==> src/design/bu2x_pkg.sv <==
// ----------------------------------------------------------------------------
// bu2x_pkg
// Shared types, sizes and helpers for the 2x bilinear upscaler.
// ----------------------------------------------------------------------------
package bu2x_pkg;

    localparam int MAX_WIDTH      = 1024;
    localparam int MAX_HEIGHT     = 1024;
    localparam int COMPONENT_BITS = 8;

    localparam int COL_BITS       = $clog2(MAX_WIDTH);
    localparam int ROW_BITS       = $clog2(MAX_HEIGHT);
    localparam int PIXEL_BITS     = 3 * COMPONENT_BITS;
    localparam int COORD_BITS     = 11;
    localparam int CFG_DATA_BITS  = 11;
    localparam int CFG_INDEX_BITS = 2;

    // register indexes
    localparam logic [CFG_INDEX_BITS-1:0] CFG_SOURCE_WIDTH  = CFG_INDEX_BITS'(0);
    localparam logic [CFG_INDEX_BITS-1:0] CFG_SOURCE_HEIGHT = CFG_INDEX_BITS'(1);

    typedef logic [COMPONENT_BITS-1:0] comp_t;

    typedef struct packed {
        comp_t in_red;
        comp_t in_green;
        comp_t in_blue;
    } src_pixel_t;

    typedef struct packed {
        comp_t                 out_red;
        comp_t                 out_green;
        comp_t                 out_blue;
        logic [COORD_BITS-1:0] dest_row;
        logic [COORD_BITS-1:0] dest_col;
        logic                  last_of_run;
    } dst_pixel_t;

    typedef struct packed {
        comp_t red;
        comp_t green;
        comp_t blue;
    } rgb_t;

    // one destination column pair of an even row
    typedef struct packed {
        logic [COL_BITS-1:0] col;
        logic [ROW_BITS-1:0] row;
        rgb_t                left;
        rgb_t                right;
        logic                run_last;
    } pair_job_t;

    function automatic comp_t avg_comp(input comp_t a, input comp_t b);
        logic [COMPONENT_BITS:0] s;
        s = {1'b0, a} + {1'b0, b};
        return s[COMPONENT_BITS:1];
    endfunction

    function automatic rgb_t avg_rgb(input rgb_t a, input rgb_t b);
        rgb_t r;
        r.red   = avg_comp(a.red, b.red);
        r.green = avg_comp(a.green, b.green);
        r.blue  = avg_comp(a.blue, b.blue);
        return r;
    endfunction

    // last valid index for a size register: zero reads as one, clamp at max
    function automatic int last_index(input logic [CFG_DATA_BITS-1:0] v, input int max_val);
        int n;
        n = int'(v);
        if (n == 0) begin
            return 0;
        end
        if (n > max_val) begin
            return max_val - 1;
        end
        return n - 1;
    endfunction

endpackage

==> src/design/bu2x_front.sv <==
// ----------------------------------------------------------------------------
// bu2x_front
// Size registers, raster counters and column-pair job issue.
// ----------------------------------------------------------------------------
module bu2x_front (
    input  logic                                  clk,
    input  logic                                  rst_n,
    input  logic                                  cfg_valid,
    output logic                                  cfg_ready,
    input  logic [bu2x_pkg::CFG_INDEX_BITS-1:0]   cfg_index,
    input  logic [bu2x_pkg::CFG_DATA_BITS-1:0]    cfg_data,
    input  logic                                  src_valid,
    output logic                                  src_ready,
    input  bu2x_pkg::src_pixel_t                  src_pixel,
    output logic                                  job_valid,
    input  logic                                  job_ready,
    output bu2x_pkg::pair_job_t                   job
);

    import bu2x_pkg::*;

    logic [COL_BITS-1:0] width_last_reg,  width_last_next;
    logic [ROW_BITS-1:0] height_last_reg, height_last_next;
    logic [COL_BITS-1:0] col_reg,  col_next;
    logic [ROW_BITS-1:0] row_reg,  row_next;
    rgb_t                prev_reg, prev_next;

    // pending jobs of the held item: bit 0 left-neighbor pair, bit 1 last-column pair
    logic [1:0]          pend_reg, pend_next;
    logic [COL_BITS-1:0] f_col_reg, f_col_next;
    logic [ROW_BITS-1:0] f_row_reg, f_row_next;
    rgb_t                f_prev_reg, f_prev_next;
    rgb_t                f_avg_reg,  f_avg_next;
    rgb_t                f_cur_reg,  f_cur_next;

    logic                cfg_fire;
    logic                src_fire;
    logic                job_fire;
    logic                at_last_col;
    logic [1:0]          pend_after;
    rgb_t                cur;

    assign cfg_ready = 1'b1;
    assign cfg_fire  = cfg_valid && cfg_ready;

    assign cur.red   = src_pixel.in_red;
    assign cur.green = src_pixel.in_green;
    assign cur.blue  = src_pixel.in_blue;

    assign at_last_col = col_reg >= width_last_reg;

    assign job_valid = pend_reg != 2'b00;
    assign job_fire  = job_valid && job_ready;

    always_comb
    begin
        if (pend_reg[0])
        begin
            job.col      = f_col_reg - COL_BITS'(1);
            job.left     = f_prev_reg;
            job.right    = f_avg_reg;
            job.run_last = !pend_reg[1];
        end
        else
        begin
            job.col      = f_col_reg;
            job.left     = f_cur_reg;
            job.right    = f_cur_reg;
            job.run_last = 1'b1;
        end
        job.row = f_row_reg;
    end

    always_comb
    begin
        pend_after = pend_reg;
        if (job_fire)
        begin
            if (pend_reg[0])
            begin
                pend_after[0] = 1'b0;
            end
            else
            begin
                pend_after[1] = 1'b0;
            end
        end
    end

    assign src_ready = pend_after == 2'b00;
    assign src_fire  = src_valid && src_ready;

    always_comb
    begin
        width_last_next  = width_last_reg;
        height_last_next = height_last_reg;
        if (cfg_fire)
        begin
            unique case (cfg_index)
                CFG_SOURCE_WIDTH:
                begin
                    width_last_next = COL_BITS'(last_index(cfg_data, MAX_WIDTH));
                end
                CFG_SOURCE_HEIGHT:
                begin
                    height_last_next = ROW_BITS'(last_index(cfg_data, MAX_HEIGHT));
                end
                default:
                begin
                end
            endcase
        end
    end

    always_comb
    begin
        col_next    = col_reg;
        row_next    = row_reg;
        prev_next   = prev_reg;
        pend_next   = pend_after;
        f_col_next  = f_col_reg;
        f_row_next  = f_row_reg;
        f_prev_next = f_prev_reg;
        f_avg_next  = f_avg_reg;
        f_cur_next  = f_cur_reg;
        if (src_fire)
        begin
            pend_next   = {at_last_col, col_reg != '0};
            f_col_next  = col_reg;
            f_row_next  = row_reg;
            f_prev_next = prev_reg;
            f_avg_next  = avg_rgb(prev_reg, cur);
            f_cur_next  = cur;
            prev_next   = cur;
            if (at_last_col)
            begin
                col_next = '0;
                row_next = (row_reg >= height_last_reg) ? '0 : row_reg + ROW_BITS'(1);
            end
            else
            begin
                col_next = col_reg + COL_BITS'(1);
            end
        end
    end

    always_ff @(posedge clk or negedge rst_n)
    begin
        if (!rst_n)
        begin
            width_last_reg  <= '0;
            height_last_reg <= '0;
            col_reg         <= '0;
            row_reg         <= '0;
            prev_reg        <= '0;
            pend_reg        <= 2'b00;
        end
        else
        begin
            width_last_reg  <= width_last_next;
            height_last_reg <= height_last_next;
            col_reg         <= col_next;
            row_reg         <= row_next;
            prev_reg        <= prev_next;
            pend_reg        <= pend_next;
        end
    end

    always_ff @(posedge clk)
    begin
        f_col_reg  <= f_col_next;
        f_row_reg  <= f_row_next;
        f_prev_reg <= f_prev_next;
        f_avg_reg  <= f_avg_next;
        f_cur_reg  <= f_cur_next;
    end

    // an item at column zero that is not the row end yields no pair
    a_no_job_first_col: assert property (@(posedge clk) disable iff (!rst_n)
        (src_fire && col_reg == '0 && !at_last_col) |=> (pend_reg == 2'b00))
        else $error("first-column item left a pending job");

    a_idle_ready: assert property (@(posedge clk) disable iff (!rst_n)
        (pend_reg == 2'b00) |-> src_ready)
        else $error("no pending job but input not ready");

endmodule

==> config.mk <==
export PLATFORM = sky130hd
export DESIGN_NAME = bu2x_front
export DESIGN_NICKNAME = d
export VERILOG_FILES = /design/src/design/bu2x_pkg.sv /design/src/design/bu2x_front.sv
export SDC_FILE = /design/constraint.sdc
export NUM_CORES = 1
export LEC_CHECK = 0
export ABC_AREA = 0
export BUFFER_PORTS_ARGS = -buffer_cell sky130_fd_sc_hd__clkbuf_2
export CORE_MARGIN = 2
export CORE_UTILIZATION = 55
export DETAILED_ROUTE_END_ITERATION = 8
export PLACE_DENSITY = 0.87
export SLEW_MARGIN = 20
export SYNTH_ARGS = -nofsm -noshare
export SYNTH_HDL_FRONTEND = slang
export SYNTH_SLANG_ARGS = --single-unit
==> constraint.sdc <==
create_clock -name clk -period 5.9 [get_ports clk]
set_input_delay 0.295 -clock clk [delete_from_list [all_inputs] [get_ports clk]]
set_output_delay 0.295 -clock clk [all_outputs]
set_load 0.02 [all_outputs]
==> Yosys cells after proc, flatten, opt, wreduce, memory -nomap -nowiden <==
Cells that the tools add are included.
{ "word_totals": {"ff_bits": 158, "latchBits": 0, "mem_bits_rw": 0, "romBits": 0, "input_bits": 42, "output_inout_bits": 72, "word_cells": 65, "n_memories": 0} }
{ "classes": {"n_addsub": 7, "multipliers": 0, "n_div": 0, "magnitude_cmp": 3, "n_eq_ne": 1, "n_shift": 0, "muxes": 24, "n_bitwise": 0, "n_reduce_logical": 11} }
{ "op_table": {"columns": ["op", "count"], "rows": [
  ["two-way mux 10 bit", 8],
  ["two-way mux 49 bit", 1],
  ["adder 8 x 8 -> 9 bit", 3],
  ["adder 10 x 1 -> 10 bit (second input constant)", 2],
  [">= comparator 10 bit", 2],
  ["subtractor 10 x 1 -> 10 bit (second input constant)", 2],
  ["two-way mux 1 bit", 13],
  ["> comparator 11 bit (second input constant)", 1],
  ["zero test 11 bit", 1],
  ["nonzero test 10 bit", 1],
  ["AND reduction 2 bit", 3],
  ["zero test 2 bit", 2],
  ["two-way mux 2 bit", 2],
  ["== test 2 x 1 -> 1 bit (second input constant)", 1],
  ["logical AND 1 bit", 2],
  ["nonzero test 2 bit", 1],
  ["zero test 1 bit", 1]
]} }

==> Longest topological paths before layout <==
{ "depth": {"ltp_word": 9, "ltp_mapped": 9, "mapped_depth_nobuf": 8} }

==> Worst setup path before layout <==
OpenSTA, ideal clock, no wires.
{ "synth_timing": {"path_type": "reg-to-reg", "startpoint": "reg pend_reg[0]", "endpoint": "reg f_avg_reg[0] (netlist name) (enable)", "setup_ns": 0.492, "arrival_ns": 3.814, "required_time_ns": 5.408, "slack_ns": 1.594, "stages_incl_launch_ff": 6, "n_path_buf": 1, "period_less_slack_ns": 4.306, "cell_sequence": "dfrtp_1 > nand2b_1 > a21oi_2 > nand2_1 > inv_1 > buf_1"} }
{ "synth_via": {"elab_chain_cells": 5, "word_cells_on_any_way": 6, "classes_between": "2 x mux; 4 x reduce/logical"} }
{ "synth_rtl": {"columns": ["element", "line_no", "text"], "rows": [
  ["from (decl)", "bu2x_front.sv:29", "logic [1:0] pend_reg, pend_next;"],
  ["from (signal assigned)", "bu2x_front.sv:165", "pend_reg <= pend_next;"],
  ["nonzero test 2 bit", "bu2x_front.sv:52", "assign job_valid = pend_reg != 2'b00;"],
  ["logical AND 1 bit", "bu2x_front.sv:53", "assign job_fire = job_valid && job_ready;"],
  ["two-way mux 2 bit (*)", "bu2x_front.sv:77", "if (job_fire)"],
  ["zero test 2 bit (*)", "bu2x_front.sv:90", "assign src_ready = pend_after == 2'b00;"],
  ["via src_ready", "bu2x_front.sv:13", "output logic src_ready,"],
  ["logical AND 1 bit (*)", "bu2x_front.sv:91", "assign src_fire = src_valid && src_ready;"],
  ["via src_fire", "bu2x_front.sv:37", "logic src_fire;"],
  ["to (signal assigned)", "bu2x_front.sv:174", "f_avg_reg <= f_avg_next;"],
  ["to (decl)", "bu2x_front.sv:33", "rgb_t f_avg_reg, f_avg_next;"]
]} }
Mark *: on every way through the listed nets, which the timed path passes. The rest lies on a longest branch.
A chain may end at the register's enable or synchronous reset.

==> impl_metrics.json <==
{
  "ios": 114,
  "grt_pass1_vias": 5488,
  "max_stage_delay_ps": 1010,
  "antenna_found_initial": 0,
  "p_comb_frac": 0.360,
  "max_slew_margin": 0.281,
  "gp_congestion": 0.855,
  "crit_path_end": "job[68]",
  "netlist_top_cells_area": "edfxtp_1 (35%), dfrtp_1 (21%), nand2_1 (11%)",
  "p_per_area_nw_per_um2": 488,
  "dp_cells": 1030,
  "drc": 0,
  "slew_viol_final": 0,
  "cap_violations": 0,
  "layout-drive-gt1-share": 0.190,
  "crit_chain": "nand2b_1, nor3_1, nand2b_1, nor3_1, nand3b_1, xnor2_1, clkbuf_2",
  "ir_worst_vdd_mv": 0.221,
  "wl_per_cell_um": 15.0,
  "status": "finished, final reports clean",
  "antenna_cells": 0,
  "rsz0062_at_grt": "no",
  "clk_pin_slew_ps": 60,
  "drtPass1Iterations": 5,
  "fin_crit_sh": 0.513,
  "hold_violations": 0,
  "routed_via_density": 5.50,
  "worst_pin_slew_ps": 1080,
  "die_w_um": 123,
  "period_needed_ps": 3030,
  "final_antenna_net_count": 0,
  "leakage_nw": 4.24,
  "hpwlAfterDp_um": 10700,
  "drt_iter0_drc": 534,
  "syn_area_um2": 7780,
  "start_util": 0.563,
  "clock_sinks": 158,
  "cts_root_buf": "clkbuf_16",
  "yosysWarnings": 0,
  "final_cells": 1062,
  "setup_tns_ps": 0,
  "ys_async_sr_fraction": 0.418,
  "nNetsFinal": 960,
  "internal_power_mw": 2.68,
  "worstSetupPathType": "reg -> out",
  "p_seq_frac": 0.409,
  "regArea_um2": 4420,
  "pwr-share-clk": 0.231,
  "multi_input_area_um2": 3140,
  "grt_max_degree": 97,
  "synth.distinct_cells": 57,
  "end_kind": "primary output",
  "slowest_stage": "dfrtp_2",
  "port_buffers": 112,
  "via_count": 5842,
  "worstReg2RegEnd": "f_avg_reg[22]",
  "ys_ff_latch": 158,
  "routed_wl_um": 16000,
  "critPathMaxFanout": 58,
  "dieArea_um2": 15100,
  "cts_tree": "done",
  "finClkSkew_ps": 7.59,
  "grt_overflow": 0,
  "core_um2": 13800,
  "fmax_mhz": 331,
  "synth_flop_cell": "edfxtp_1",
  "dieHeight_um": 123,
  "reg2regPathDepth": 5,
  "required_ps": 5610,
  "post-cts-setup-buffers": 0,
  "hold_path_class": "in -> async",
  "syn_area_per_cell_um2": 10.3,
  "switching_share": 0.394,
  "cts_resized": 0,
  "r2r_start": "pend_reg[0]",
  "ys_seq_area_frac": 0.567,
  "yosys.area.top_type": "edfxtp_1",
  "grt_usage": 0.220,
  "cts_made_buffers": 17,
  "floorplan.rows": 43,
  "syn_nets": 847,
  "switching_power_mw": 1.74,
  "synth.top_cell.area_share": 0.355,
  "synth_edf_count": 92,
  "syn_to_final_growth_pct": 16.5,
  "grt_pass1_wl_um": 25500,
  "detailedPlace.worstSlack_ps": 2930,
  "r2r_slack_ps": 2910,
  "n_fill_cell": 1029,
  "cp-start-kind": "flip-flop",
  "fin_ws_ps": 2870,
  "htreeDepth": 4,
  "worstSetupStartpoint": "pend_reg[0]",
  "syn_inst": 756,
  "clock_latency_ps": 430,
  "setup-violations-final": 0,
  "arrival_ps": 2730,
  "clockBufferDepth": 2,
  "hold_buffers": 0
}
## cell type report
class                      count  share of cell area
multi-input combinational    539               0.346
tap                          180              0.0248
clock buffer                  17              0.0469
inverter                      38              0.0160
sequential                   158               0.487
clock inverter                15              0.0144
timing repair buffer         115              0.0643
## cell usage in the layout (no fill, tap or decap), types with 5 or more instances in the layout
| master | n |
|---|---|
| nand4_1 | 6 |
| a21oi_1 | 28 |
| nor4_1 | 5 |
| nor2_1 | 30 |
| nand2b_1 | 7 |
| xnor2_1 | 20 |
| o21ai_0 | 42 |
| xor2_1 | 14 |
| edfxtp_1 | 92 |
| clkbuf_2 | 111 |
| a21o_1 | 6 |
| and2_1 | 5 |
| inv_1 | 36 |
| clkbuf_16 | 17 |
| dfrtp_1 | 65 |
| nor3_1 | 5 |
| ha_1 | 46 |
| nand3_1 | 15 |
| nand2_1 | 238 |
| nand3b_1 | 5 |
## worst min path at each step
stage	start	endpoint	slack [ps]	cells past startpoint
4_1_cts	src_pixel[18]	f_cur_reg[18]	70	1
6_report	rst_n	width_last_reg[5]	80	2
2_1_floorplan	rst_n	col_reg[0]	-0.6	0
5_1_grt	src_pixel[16]	f_cur_reg[16]	70	1
3_3_place_gp	prev_reg[16]	f_prev_reg[16]	450	0
3_5_place_dp	prev_reg[16]	f_prev_reg[16]	450	0
## per-stage QoR
stage | hold slack [ps] | instance area, µm² | power (mW) | utilization
after floorplan | -0.591 | 7780 | 2.90 | -
after global placement | 450 | 8510 | 3.33 | 0.615
after detailed placement | 454 | 8510 | 3.40 | 0.615
after CTS | 70.8 | 9060 | 4.44 | 0.656
after global routing | 69.7 | 9060 | 4.70 | 0.656
final | 78.7 | 9060 | 4.42 | 0.656
## worst max-delay path: cells and delay by family, from the launching register on
kind	cells	cell delay [ps]
flip-flops	1	1010
buffers and inverters	1	200
AND/OR/NAND/NOR	5	920
XOR/XNOR	1	170
## power by group through the flow
| stage | combinational [mW] | clock (mW) | sequential [mW] |
|---|---|---|---|
| after floorplan | 1.15 | 0 | 1.74 |
| after global placement | 1.51 | 0 | 1.81 |
| after detailed placement | 1.57 | 0 | 1.83 |
| after CTS | 1.60 | 1.03 | 1.81 |
| after global routing | 1.77 | 1.07 | 1.85 |
| final | 1.59 | 1.02 | 1.81 |
## kinds of logic (layout without fill, tap and decap cells)
group,count (synthesis),in the layout,share of synthesized area
and+or+nand+nor,337,337,0.187
DFF,158,158,0.567
AOI/OAI and AO/OA,116,116,0.0934
buffers and inverters,59,185,0.0293
adders and majority gates,49,49,0.0817
xor gates and xnor gates,34,34,0.0383
muxes,2,2,0.00273
other,1,1,0.000482
## per-layer routing
layer	vias up	track usage	wire, µm
li1	2835	-	-
met1	2741	0.252	6380
met2	234	0.397	8400
met3	32	0.0466	858
met4	0	0.0920	347
met5	-	0	0
## synth_stat cells (all sizes together), types with 4 or more instances
library cell	instances
nand2	239
edfxtp	92
dfrtp	66
ha	46
o21ai	46
inv	38
a21oi	31
nor2	31
xnor2	20
nand3	15
clkbuf	14
xor2	14
nand2b	8
buf	7
a21o	6
nand4	6
nor3	6
and2	5
nand3b	5
nor4	5
nor2b	4
o21bai	4
o31ai	4
Note: power is estimated with default switching activity, not from simulation.
